===== src/design/assert_macros.svh =====
// Assertion macros shared by the sliding window maximum RTL.
// No dependencies; included by the modules that carry assertions.
`ifndef ASSERT_MACROS_SVH
`define ASSERT_MACROS_SVH

// Property must hold at every clock edge outside of reset.
`define SWM_ASSERT(lbl, clk, rst_n, prop, msg) \
    lbl: assert property (@(posedge clk) disable iff (!rst_n) (prop)) \
        else $error(msg);

// Condition must never be true outside of reset.
`define SWM_NEVER(lbl, clk, rst_n, cond, msg) \
    lbl: assert property (@(posedge clk) disable iff (!rst_n) !(cond)) \
        else $error(msg);

`endif


===== src/design/swm_ram.sv =====
// Simple dual-port synchronous RAM: one write port, one read port.
// Read data is registered and holds until the next read. No dependencies.
module swm_ram #(
    parameter int DEPTH = 64,
    parameter int WIDTH = 32,
    localparam int AW = (DEPTH > 1) ? $clog2(DEPTH) : 1
) (
    input  logic             i_clk,
    input  logic             i_we,
    input  logic [AW-1:0]    i_waddr,
    input  logic [WIDTH-1:0] i_wdata,
    input  logic             i_re,
    input  logic [AW-1:0]    i_raddr,
    output logic [WIDTH-1:0] o_rdata
);

    logic [WIDTH-1:0] mem [DEPTH];
    logic [WIDTH-1:0] r_rdata;

    always_ff @(posedge i_clk) begin
        if (i_we) begin
            mem[i_waddr] <= i_wdata;
        end
    end

    always_ff @(posedge i_clk) begin
        if (i_re) begin
            r_rdata <= mem[i_raddr];
        end
    end

    assign o_rdata = r_rdata;

endmodule


===== config.mk =====
export PLATFORM = sky130hd
export DESIGN_NAME = swm_ram
export DESIGN_NICKNAME = d
export VERILOG_FILES = /design/src/design/assert_macros.svh /design/src/design/swm_ram.sv
export SDC_FILE = /design/constraint.sdc
export NUM_CORES = 2
export LEC_CHECK = 0
export BUFFER_PORTS_ARGS = -buffer_cell sky130_fd_sc_hd__buf_4
export CAP_MARGIN = 20
export CELL_PAD_IN_SITES_DETAIL_PLACEMENT = 1
export CELL_PAD_IN_SITES_GLOBAL_PLACEMENT = 1
export CORE_UTILIZATION = 52
export DETAILED_ROUTE_END_ITERATION = 7
export PLACE_DENSITY = 0.79
export REMOVE_ABC_BUFFERS = 1
export SLEW_MARGIN = 40
export SYNTH_ARGS = -nofsm -noshare
export SYNTH_HDL_FRONTEND = slang
export SYNTH_SLANG_ARGS = --single-unit

===== constraint.sdc =====
create_clock -name i_clk -period 4 [get_ports i_clk]
set_input_delay 0.2 -clock i_clk [delete_from_list [all_inputs] [get_ports i_clk]]
set_output_delay 0.2 -clock i_clk [all_outputs]
set_load 0.03 [all_outputs]

* Word level (Yosys, flattened, before mapping) *
Memories as Yosys holds them, arrays and structs flattened. A register that Yosys moved wholly into a read port is not among the register bits.
Index checks and enable logic that the tools add are counted.

storage, ports and cells
  register bits = 0
  latch bits = 0
  memory bits (writable) = 2048
  ROM bits = 0
  bits of input ports = 47
  output and inout port bits = 32
  word-level logic and storage cells = 3
  memories kept = 1

operators by class
  add/sub/neg operators = 0
  multiply operators = 0
  divide/modulo/power cells = 0
  order comparisons = 0
  equality and inequality tests = 0
  shift operators = 0
  multiplexer cells = 2
  bitwise operators = 0
  reductions and logical operators = 0

memories
  memory  words  bits a word  rd ports  clocked after Yosys merged registers in  wr ports  line           RTL
  mem     64     32           1         1                                        1         swm_ram.sv:17  logic [WIDTH-1:0] mem [DEPTH];

operator list
  kind               number
  two-way mux 1 bit  2

* Longest topological paths before layout *
  word-level depth = 2
  gate-level depth with buffers = 10
  gate-level depth less buffers = 5

* Least setup slack after synthesis *
No wires, ideal clock.

  path type = in2reg
  start point = in i_waddr[3]
  end point = mem mem[48][0] (enable)
  setup time = 0.461 ns
  data arrival time = 2.899 ns
  required time = 3.539 ns
  path slack = 0.640 ns
  stages = 4
  path buffers = 1
  cells stage by stage = clkbuf_1 nor2b_1 nand4b_1 nor3_1

RTL lines
  item         line           RTL
  from (decl)  swm_ram.sv:10  input logic [AW-1:0] i_waddr,
  to (decl)    swm_ram.sv:17

No word-level cell before the write port.

* Worst setup path in the final report *
  start point = in i_waddr[1]
  end point = mem mem[19][25] (enable)

No word-level cell before the write port.

==> key figures <==
Critical path
  • Max Fanout on Critical Path: 13
  • Setup CP Type: primary input to flop
  • Startpoint class of the critical path: primary input
  • Crit end category: flop
  • Required @ worst endpoint: 4.51 ns
  • Worst EP arrival: 3.12 ns

Flow run
  • Max Cap Violations: 0

Global routing
  • Initial antenna violation count: 12
  • Vias in the first global route: 41919
  • Pin count of the biggest net entering global routing: 81
  • First-pass GRT wire length: around 320000 um
  • GRT Util Overall: just over 30%
  • Remaining Overflow, GRT: 0

Floorplanning
  • Core box area: 0.150 sq mm
  • Site Rows: about 140
  • Initial Util: between 50% and 60%
  • Die area: 0.153 sq mm
  • Height of the die: 391 um
  • Top-Level Pins: 79
  • Die Wd: 391 um

Placement
  • HPWL after DPL: about 120000 um
  • GPL Wtd Cong: 0.800
  • Port bufs: 78
  • Pre-CTS setup slack: 0.611 ns

Timing
  • Tmin final: 2.61 ns
  • Setup violators final: 0
  • Final worst-path cycle share: 65.2%
  • Worst Skew: between 0.04 and 0.05 ns
  • Setup_tns: 0 ns
  • Slew @ Worst Pin: 0.965 ns
  • Slew margin rel.: 35.5%
  • RSZ-0062 raised after global routing: false
  • Final Hold Fails: 0
  • Max-slew violations: 0
  • Final worst setup slack: 1.39 ns
  • FMAX: 383 MHz

Detailed routing
  • Routed vias/inst: roughly 6.8
  • Detailed Route WL: 232000 um
  • DRT iter0 DRCs: 5856
  • Drt wl/cell: 39.9 um
  • DRC viols: 0
  • Final ANT Viol Nets: 0
  • DRT Pass-1 Iters: 5
  • Total number of vias: 39759

Cells and area
  • Sequential cell area: 0.0625 sq mm
  • Area delta synth->final: 14.6%
  • FILL cells: 12054
  • Fin nets: 3686
  • Layout cell share with drive strength beyond 1: between 30% and 40%
  • Area occupied by multi-input gates: between 0.015 and 0.02 sq mm

Power and ir drop
  • Net Sw Power: 10.2 mW
  • Clock Power Share: 42.0%
  • Internal: 35.8 mW
  • Share of power burned in registers: 52.8%
  • Lkg Pwr: 28.2 nW
  • Pwr dens: 509 mW/mm^2
  • Net Sw Frac: 22.2%
  • Peak supply drop: 0.434 mV
  • Gate power share: 5.2%

Clocking
  • # Post-CTS Setup Buffers: 0
  • Clk sink count: 2080
  • CTS H-tree lvls: 4
  • Worst-path clk slew: ~0.07 ns
  • Gates resized, CTS repair: 0
  • CTS tree: built
  • CTS Buf Count: 198
  • Longest Clk Path Bufs: 3
  • Clk_lat worst skew: 0.88 ns
  • Clock Tree Root: clkbuf_16
  • Post-CTS Hold Buffers: 36

Yosys
  • Yosys top cell area share: 79.2%
  • Primary FF master, synth: edfxtp_1
  • Count leader, synth: edfxtp_1
  • Synth Area per Inst: roughly 24 sq um
  • Mapped Cells: 3324
  • Number of synthesized flops with an enable pin: 2080
  • Synth Register Bits: 2080
  • Biggest area consumer among synthesized cells: edfxtp_1
  • Top post-synthesis cells by area: edfxtp_1 79%, mux4_2 16%, mux2i_1 1.2%
  • Asr flop ratio synth: 0%
  • Synth unique cells: 33
  • Register area share after synthesis: 79.2%
  • Most instantiated cells after synthesis: 2080 x edfxtp_1, 544 x mux4_2, 137 x nor2_1
  • Mapped Area: just under 0.08 sq mm
  • YS warnings: 0

Run status
  • Status: finished clean

Hold path
  • Hold Crit Class: primary input to flop
-- path summary, 6_finish.rpt --
kind	start	endpoint	slack (ns)	depth (start not counted)
min	i_raddr[4]	o_rdata[11]	0.13	3
max reg2reg	mem[37][8]	o_rdata[8]	1.46	6
max	i_waddr[1]	mem[19][25]	1.39	6
min reg2reg	mem[29][4]	o_rdata[4]	0.99	4
-- stage by stage --
stage                     area [sq um]  total power, mW  hold slack (ns)  utilization (%)  std cells
after global routing             90300             46.8            0.147             60.2       5829
final                            90400             46.0            0.133             60.2       5830
after floorplan                  77900             25.6            0.299                -       3142
after CTS                        90300             46.1           0.0640             60.1       5820
after detailed placement         83400             27.0            0.650             55.5       5416
after global placement           83300             26.9            0.679             55.5       5416
-- area by class of cell --
type	count	area share, %
clock buffer	232	5.63
antenna	7	0.0194
timing repair buffer	297	3.09
multi-input combinational	1062	17.7
clock inverter	136	1.64
sequential	2080	69.1
tap	2016	2.79
-- cells in the final DEF (no fill, tap or decap), types with 5 or more instances in the layout --
cell type      synthesis  layout
nor2_1               137      75
o22ai_1               84      83
buf_12                 0      34
clkinv_8               0       6
nor3_1                 7       5
clkinvlp_4             0       9
edfxtp_1            2080    2080
nor2b_1               15      15
clkbuf_1              74      34
a21oi_1               62      62
mux2i_1               93      93
nor2_4                 0      62
buf_4                 25     219
mux4_2               544     544
a311oi_1               8       7
nand2_1               26      26
clkbuf_16              0     198
nand3b_1               5       5
diode_2                0       7
o221ai_1              27      27
clkinv_2               0      36
nand2b_1               8       7
a22oi_1               12      12
bufinv_16              0      24
dlygate4sd3_1          0      36
clkinv_1               0      48
-- metal layers --
metal,global-route usage (%),vias up,wire (um)
li1,-,14926,-
met1,40.4,21152,81100
met2,50.0,3019,114000
met3,6.00,656,24300
met4,15.8,6,13000
met5,0,-,45
-- cells by family after synthesis --
kind of cell           count (synthesis)  synth area share (%)
DFF                                 2080                  79.2
muxes                                637                  16.7
and+or+nand+nor                      223                  1.26
AOI/OAI and AO/OA                    202                  1.67
buffers and inverters                182                  1.12
-- critical path: stages --
cell           delay (ns)
dlygate4sd3_1        0.62
buf_4                0.24
nor2b_1              0.23
nand3_1              0.61
nor2_4               0.79
buf_4                0.41
-- state kept, by name, summed over array words and instances, names as in the netlist --
name / flops
o_rdata: 32
mem: 2048
-- power groups by stage --
stage	combinational, mW	clock, mW	sequential [mW]
after floorplan	0.894	0	24.7
after global placement	2.19	0	24.7
after detailed placement	2.29	0	24.7
after CTS	2.38	19.4	24.3
after global routing	2.47	20.1	24.3
final	2.40	19.3	24.3
Power figures use the tool's default switching activity.
