<file path="src/design/assert_macros.svh">
// Assertion macros shared by the sliding window maximum RTL.
// No dependencies; included by the modules that carry assertions.
`ifndef ASSERT_MACROS_SVH
`define ASSERT_MACROS_SVH

// Property must hold at every clock edge outside of reset.
`define SWM_ASSERT(lbl, clk, rst_n, prop, msg) \
    lbl: assert property (@(posedge clk) disable iff (!rst_n) (prop)) \
        else $error(msg);

// Condition must never be true outside of reset.
`define SWM_NEVER(lbl, clk, rst_n, cond, msg) \
    lbl: assert property (@(posedge clk) disable iff (!rst_n) !(cond)) \
        else $error(msg);

`endif

</file>
<file path="src/design/swm_obuf.sv">
// Single-entry output register for the result channel (valid/stall).
// Lets the sequencer finish a result while the previous one waits. No dependencies.
module swm_obuf #(
    parameter int WIDTH = 32
) (
    input  logic             i_clk,
    input  logic             i_rst_n,
    input  logic             i_load,
    input  logic [WIDTH-1:0] i_data,
    output logic             o_free,
    output logic             o_valid,
    output logic [WIDTH-1:0] o_data,
    input  logic             i_stall
);

    logic             r_valid;
    logic             n_valid;
    logic [WIDTH-1:0] r_data;

    // The slot can take a new result when it is empty or being drained now.
    assign o_free  = !r_valid || !i_stall;
    assign n_valid = i_load || (r_valid && i_stall);

    always_ff @(posedge i_clk) begin
        if (!i_rst_n) begin
            r_valid <= 1'b0;
        end else begin
            r_valid <= n_valid;
        end
    end

    always_ff @(posedge i_clk) begin
        if (i_load) begin
            r_data <= i_data;
        end
    end

    assign o_valid = r_valid;
    assign o_data  = r_data;

endmodule
</file>
<file path="config.mk">
export PLATFORM = sky130hd
export DESIGN_NAME = swm_obuf
export DESIGN_NICKNAME = d
export VERILOG_FILES = /design/src/design/assert_macros.svh /design/src/design/swm_obuf.sv
export SDC_FILE = /design/constraint.sdc
export NUM_CORES = 1
export LEC_CHECK = 0
export ABC_AREA = 1
export ABC_CLOCK_PERIOD_IN_PS = 900
export BUFFER_PORTS_ARGS = -buffer_cell sky130_fd_sc_hd__buf_2
export CELL_PAD_IN_SITES_DETAIL_PLACEMENT = 1
export CELL_PAD_IN_SITES_GLOBAL_PLACEMENT = 1
export CORE_UTILIZATION = 31
export DETAILED_ROUTE_END_ITERATION = 10
export GPL_TIMING_DRIVEN = 1
export HOLD_SLACK_MARGIN = 0.15
export PLACE_DENSITY_LB_ADDON = 0.1
export SYNTH_ARGS = -nofsm -noshare
export SYNTH_HDL_FRONTEND = slang
export SYNTH_SLANG_ARGS = --single-unit
export TNS_END_PERCENT = 100
</file>
<file path="constraint.sdc">
create_clock -name i_clk -period 0.9 [get_ports i_clk]
set_clock_uncertainty 0.15 [all_clocks]
set_input_delay 0.09 -clock i_clk [delete_from_list [all_inputs] [get_ports i_clk]]
set_output_delay 0.09 -clock i_clk [all_outputs]
set_load 0.01 [all_outputs]
</file>
# Yosys cells after proc, flatten, opt, wreduce, memory -nomap -nowiden
# Index checks and enable logic that the tools add are counted.
[classes]
reduce_logical = 5
[ops]
columns = ["op", "n"]
rows = [
  ["logical NOT 1 bit", 2],
  ["logical OR 1 bit", 2],
  ["logical AND 1 bit", 1],
]
[totals]
reg_bits = 33

# Longest topological paths before layout
# Gate-level depths: netlist (run 1).
[depth]
ltp_word = 2
depth_mapped = 2
depth_no_buf = 2

# Worst setup path after synthesis (run 1)
# No wires, ideal clock.
[synth_timing]
path_type = "register -> register"
startpoint = "reg r_valid, in the netlist o_valid"
endpoint = "reg r_valid, in the netlist o_valid"
required_time_ns = 0.684
slack_ns = 0.113
setup_ns = 0.066
path_buffers = 0
synth_period_minus_slack_ns = 0.787
arrival_ns = 0.571
stages_incl_launch_ff = 3
cell_sequence = "dfxtp_1 -> nand2_2 -> a21oi_2"
[synth_between]
elab_chain_len = 2
[synth_rtl]
columns = ["element", "line", "text"]
rows = [
  ["start, declared", "swm_obuf.sv:16", "logic r_valid;"],
  ["start signal, assigned", "swm_obuf.sv:28", "r_valid <= n_valid;"],
  ["logical AND 1 bit", "swm_obuf.sv:22", "assign n_valid = i_load || (r_valid && i_stall);"],
  ["logical OR 1 bit", "swm_obuf.sv:22", ""],
]
# No other way between the ends.
# A chain may end at the register's enable or synchronous reset.

# Final worst setup path (run 1)
[layout_timing]
startpoint = "reg r_data[3], in the netlist o_data[3]"
endpoint = "out o_data[3]"
[layout_lines]
columns = ["element", "line", "text"]
rows = [
  ["start, declared", "swm_obuf.sv:18", "logic [WIDTH-1:0] r_data;"],
  ["start signal, assigned", "swm_obuf.sv:34", "r_data <= i_data;"],
  ["end, declared", "swm_obuf.sv:12", "output logic [WIDTH-1:0] o_data,"],
]
# No word-level cell between the ends.

==> results of run 1 <==
-- power breakdown --
part	total [W]	internal [W]	switching, W	leakage [nW]
clock network	0.000757	0.000282	0.000475	0.0300
logic	0.000435	0.000251	0.000184	0.451
registers	0.00184	0.00182	0.0000292	0.322
total	0.00304	0.00235	0.000688	0.803
-- cell type report --
cell class / count / area (um2) / share of cell area
Inverter: 2 / 7.51 / 0.00407
Clock buffer: 5 / 37.5 / 0.0203
Timing Repair Buffer: 105 / 736 / 0.399
Multi-Input combinational cell: 2 / 15.0 / 0.00814
Tap cell: 44 / 55.1 / 0.0298
Sequential cell: 33 / 982 / 0.532
Clock inverter: 3 / 12.5 / 0.00678
-- layout by cell type, fill, tap and decap left out, drive strengths merged --
master,instances
buf,72
nand2,1
a21oi,1
dfxtp,1
clkinv,3
edfxtp,32
inv,2
clkbuf,5
dlygate4sd3,33
-- through the flow --
stage          power (W)  std cells  hold WS, ns
2_1_floorplan    0.00196         37       0.0389
3_3_place_gp     0.00218        152        0.117
3_5_place_dp     0.00219        152        0.119
4_1_cts          0.00305        193       -0.138
5_1_grt          0.00318        194      -0.0551
6_report         0.00304        194      -0.0389
-- synthesized netlist by cell type --
cell type	count
edfxtp_1	32
inv_1	2
a21oi_2	1
dfxtp_1	1
nand2_2	1
-- worst paths after layout --
kind	start	end	slack, ns	depth (start not counted)
max	o_data[3]	o_data[3]	-0.21	1
min reg2reg	o_valid	o_valid	0.45	3
min	i_stall	o_valid	-0.04	4
max reg2reg	o_valid	o_valid	0.03	3
-- what timing repair did --
item | CTS | global route
pin swaps | 1 | 1
setup endpoints to repair | 34 | 34
buffers inserted | 0 | 1
endpoints found under the hold margin | 65 | 33
gates resized for setup | 3 | 0
-- cells by family after synthesis --
group / share of synthesized area
compound gates: 0.00873
buf+inv: 0.00748
flops: 0.978
simple gates: 0.00624
-- layer usage --
| layer | share of wire | vias to the layer above |
|---|---|---|
| li1 | - | 367 |
| met1 | 0.34 | 347 |
| met2 | 0.58 | 41 |
| met3 | 0.074 | 5 |
| met4 | 0.014 | 0 |
| met5 | 0 | - |
-- state kept, by name (all words and copies together), names as in the netlist --
signal / flops
o_data: 32
o_valid: 1
==> flow_metrics.py, run 1 <==
metrics = {
    "synthesis": {
        "ys_types": 5,
        "syn_area_per_cell_um2": 27.1,
        "yosysSeqAreaShare": 0.978,
        "synth_top_area_frac": 0.958,
        "yosys_warnings": 0,
        "synth_area_leader_cell": "edfxtp_1",
        "syn_area_mm2": 0.00100,
        "ys_ff_latch": 33,
        "synthCells": 37,
        "synth_nets": 73,
        "ys_top_cells_by_area": "edfxtp_1 (96%), dfxtp_1 (2.0%), a21oi_2 (0.87%)",
    },
    "critical_path": {
        "crit_path_start_kind": "flop",
        "worstSetupEndpointType": "primary output",
        "slowest_delay_ns": 0.40,
        "crit_type": "reg -> out",
        "critical_path.top_delay_family": "flip-flops",
        "slowest_stage": "edfxtp_1",
        "cp_cell_sequence": "buf_2",
        "cp_max_fo": 1,
        "critical_path_buf_inv_count": 1,
        "cp.arrival_ns": 0.87,
        "crit_required_ns": 0.66,
    },
    "cells_and_area": {
        "fillers": 331,
        "fin_area_mm2": 0.00185,
        "areaGrowthSynthToFinish_pct": 83.9,
        "final_util": 0.605,
        "drive_gt1_frac": 0.540,
        "antennaDiodeCount": 0,
        "layout.nets": 185,
    },
    "timing": {
        "period_share": 1.24,
        "worst_slack_ns": -0.215,
        "drv_slew": 0,
        "slew_headroom": 0.931,
        "tightest_slew_ns": 0.103,
        "setup_violations": 34,
        "min_period_ns": 1.11,
        "max_freq_mhz": 897,
        "whs_ns": -0.0389,
        "rsz0062_at_grt": "yes",
        "final-hold-violation-count": 1,
        "finalSetupTns_ns": -6.16,
    },
    "global_route": {
        "met1_usage": 0.156,
        "grt.total_usage": 0.163,
        "grt_overflow_total": 0,
        "grt_pass1_wl_um": 3780,
        "grtUsageMet3": 0.0549,
        "grtUsageMet2": 0.305,
        "grt_max_degree": 19,
        "busiest_layer": "met2",
        "grt_pass1_vias": 810,
        "antenna_found_initial": 0,
    },
    "clocking": {
        "clock_path_buffers": 2,
        "cts_tree": "yes",
        "htreeDepth": 2,
        "cts_buffers": 5,
        "cts_root_buf": "clkbuf_4",
        "cts_sinks": 33,
        "path_clk_slew_ns": 0.09,
        "clock_latency_ns": 0.32,
        "ctsHoldBuffers": 33,
    },
    "route": {
        "wirelength_um": 2570,
        "num_vias": 760,
        "detail_route.wl_per_cell_um": 13.2,
        "antenna_left": 0,
        "drt_pass1_iterations": 3,
        "drt_iter0_drc": 18,
        "via_per_inst": 3.92,
        "drc": 0,
    },
    "placed_design": {
        "place_congestion": 0.630,
        "io_buffers": 69,
        "place_area_mm2": 0.00144,
        "place_ws_ns": 0.0524,
    },
    "worst_hold_path": {
        "min_path_type": "in -> reg",
    },
    "pwr": {
        "p_leak_nw": 0.803,
        "vdd_drop_max_mv": 0.943,
        "cellPowerDensity_mw_per_mm2": 1650,
    },
    "run_status": {
        "violations": "negative hold slack, negative setup slack",
        "status": "complete, but fails checks",
    },
    "floorplan": {
        "die_width_um": 58.9,
        "dieArea_mm2": 0.00347,
        "initial_utilization": 0.329,
        "coreArea_mm2": 0.00305,
        "rows": 20,
        "die_h_um": 58.9,
        "ioPinCount": 70,
    },
    "run": {
        "cap_violations": 0,
    },
}
Power figures use the tool's default switching activity.
==> run 2, diff against run 1 <==
--- a/config.mk
+++ b/config.mk
@@ -15,6 +15,8 @@
 export GPL_TIMING_DRIVEN = 1
 export HOLD_SLACK_MARGIN = 0.15
 export PLACE_DENSITY_LB_ADDON = 0.1
+export RECOVER_POWER = 100
+export SETUP_SLACK_MARGIN = 0.02
 export SYNTH_ARGS = -nofsm -noshare
 export SYNTH_HDL_FRONTEND = slang
 export SYNTH_SLANG_ARGS = --single-unit
==> flow_metrics.py, run 2 (synthesis results as in run 1) <==
metrics = {
    "timing": {
        "slew_headroom": 0.705,
        "setup_violations": 34,
        "whs_ns": -0.0389,
        "max_freq_mhz": 897,
        "rsz0062_at_grt": "yes",
        "period_share": 1.24,
        "final-hold-violation-count": 1,
        "drv_slew": 0,
        "min_period_ns": 1.12,
        "worst_slack_ns": -0.215,
        "tightest_slew_ns": 0.442,
    },
    "global_route": {
        "grt_max_degree": 19,
        "grt_pass1_vias": 810,
        "grt_overflow_total": 0,
        "grt_pass1_wl_um": 3780,
        "antenna_found_initial": 0,
        "grt.total_usage": 0.163,
    },
    "cells_and_area": {
        "largest_reg_flops": 32,
        "layout.nets": 185,
        "drive_gt1_frac": 0.520,
        "seq_area_um2": 982,
        "areaGrowthSynthToFinish_pct": 80.5,
        "antennaDiodeCount": 0,
        "fillers": 336,
        "final_cell_mix": "buf_2 (64), dlygate4sd3_1 (33), edfxtp_1 (32)",
        "final_common_cell": "buf_2",
        "multi_input_area_um2": 15.0,
    },
    "placed_design": {
        "place_congestion": 0.630,
        "place_ws_ns": 0.0524,
        "io_buffers": 69,
    },
    "critical_path": {
        "crit_required_ns": 0.66,
        "crit_type": "reg -> out",
        "reg2reg_slack_ns": 0.03,
        "cp_max_fo": 1,
        "critical_path.top_delay_family": "flip-flops",
        "cp.arrival_ns": 0.88,
        "worstSetupEndpointType": "primary output",
        "critical_path_buf_inv_count": 1,
        "slowest_stage": "edfxtp_1",
        "slowest_delay_ns": 0.40,
        "cp_cell_sequence": "buf_2",
        "crit_path_start_kind": "flop",
    },
    "route": {
        "drt_iter0_drc": 18,
        "detail_route.wl_per_cell_um": 13.3,
        "drt_pass1_iterations": 4,
        "via_per_inst": 3.91,
        "num_vias": 758,
        "drc": 0,
        "antenna_left": 0,
        "wirelength_um": 2580,
    },
    "floorplan": {
        "ioPinCount": 70,
        "dieArea_mm2": 0.00347,
        "die_width_um": 58.9,
        "die_h_um": 58.9,
        "coreArea_mm2": 0.00305,
        "rows": 20,
        "initial_utilization": 0.329,
    },
    "run_status": {
        "status": "complete, but fails checks",
        "violations": "negative hold slack, negative setup slack",
    },
    "clocking": {
        "cts_root_buf": "clkbuf_4",
        "ctsHoldBuffers": 33,
        "cts_sinks": 33,
        "cts_tree": "yes",
        "cts_buffers": 5,
        "htreeDepth": 2,
        "clock_path_buffers": 2,
        "path_clk_slew_ns": 0.09,
        "clock_latency_ns": 0.32,
    },
    "pwr": {
        "p_leak_nw": 0.784,
        "vdd_drop_max_mv": 0.944,
        "cellPowerDensity_mw_per_mm2": 1670,
        "p_total_w": 0.00302,
    },
    "worst_hold_path": {
        "min_path_type": "in -> reg",
    },
    "run": {
        "cap_violations": 0,
    },
}
-- run 2: cell types whose count changed in the layout (fill, tap and decap cells not counted) --
cell / delta
buf_12: -2
clkbuf_1: +3
clkbuf_2: +2
buf_2: -3
-- run 2: layout make-up --
cell class / instances / share of cell area
Multi-Input combinational cell: 2 / 0.00829
Sequential cell: 33 / 0.542
Clock buffer: 5 / 0.0207
Clock inverter: 3 / 0.00691
Inverter: 2 / 0.00414
Timing Repair Buffer: 105 / 0.387
Tap cell: 44 / 0.0304
-- run 2: worst paths after layout --
path / start / to / cells past startpoint
setup / recovery: o_data[3] / o_data[3] / 1
hold / removal: i_stall / o_valid / 4
setup reg to reg: o_valid / o_valid / 3
hold reg to reg: o_valid / o_valid / 3
-- run 2: metrics by stage --
step           TNS, ns  std cells  hold slack [ns]  utilization  area (um2)
2_1_floorplan        0         37           0.0389            -        1000
3_3_place_gp         0        152            0.117        0.473        1440
3_5_place_dp         0        152            0.119        0.473        1440
4_1_cts          -6.81        193           -0.138        0.602        1840
5_1_grt          -7.93        194          -0.0551        0.593        1810
6_report         -6.16        194          -0.0389        0.593        1810
-- run 2: repair_timing --
| action | 4_1_cts | 5_1_grt |
|---|---|---|
| gates cloned | 0 | 0 |
| endpoints found under the setup margin | 34 | 34 |
| gates resized for setup | 3 | 0 |
| endpoints found under the hold margin | 65 | 33 |
| buffers inserted | 0 | 1 |
| pin swaps | 1 | 1 |
-- run 2: metal layers --
metal  vias up  GRT usage  wire length, um
li1        366          -                -
met1       346      0.156              874
met2        41      0.305             1480
met3         5     0.0549              190
met4         0     0.0816               36
met5         -          0                0
-- run 2: worst register-to-register path, delay by kind of cell (launching register included) --
family / cells / cell delay, ns
AND/OR/NAND/NOR: 1 / 0.07
flip-flops: 1 / 0.36
AO/OA/AOI/OAI: 1 / 0.10
buffers and inverters: 1 / 0.13
-- run 2: where the power goes --
group	total (W)	leakage [nW]	internal, W	switching [W]
registers	0.00185	0.322	0.00182	0.0000292
logic	0.000416	0.432	0.000234	0.000181
clock network	0.000757	0.0300	0.000282	0.000475
total	0.00302	0.784	0.00233	0.000686
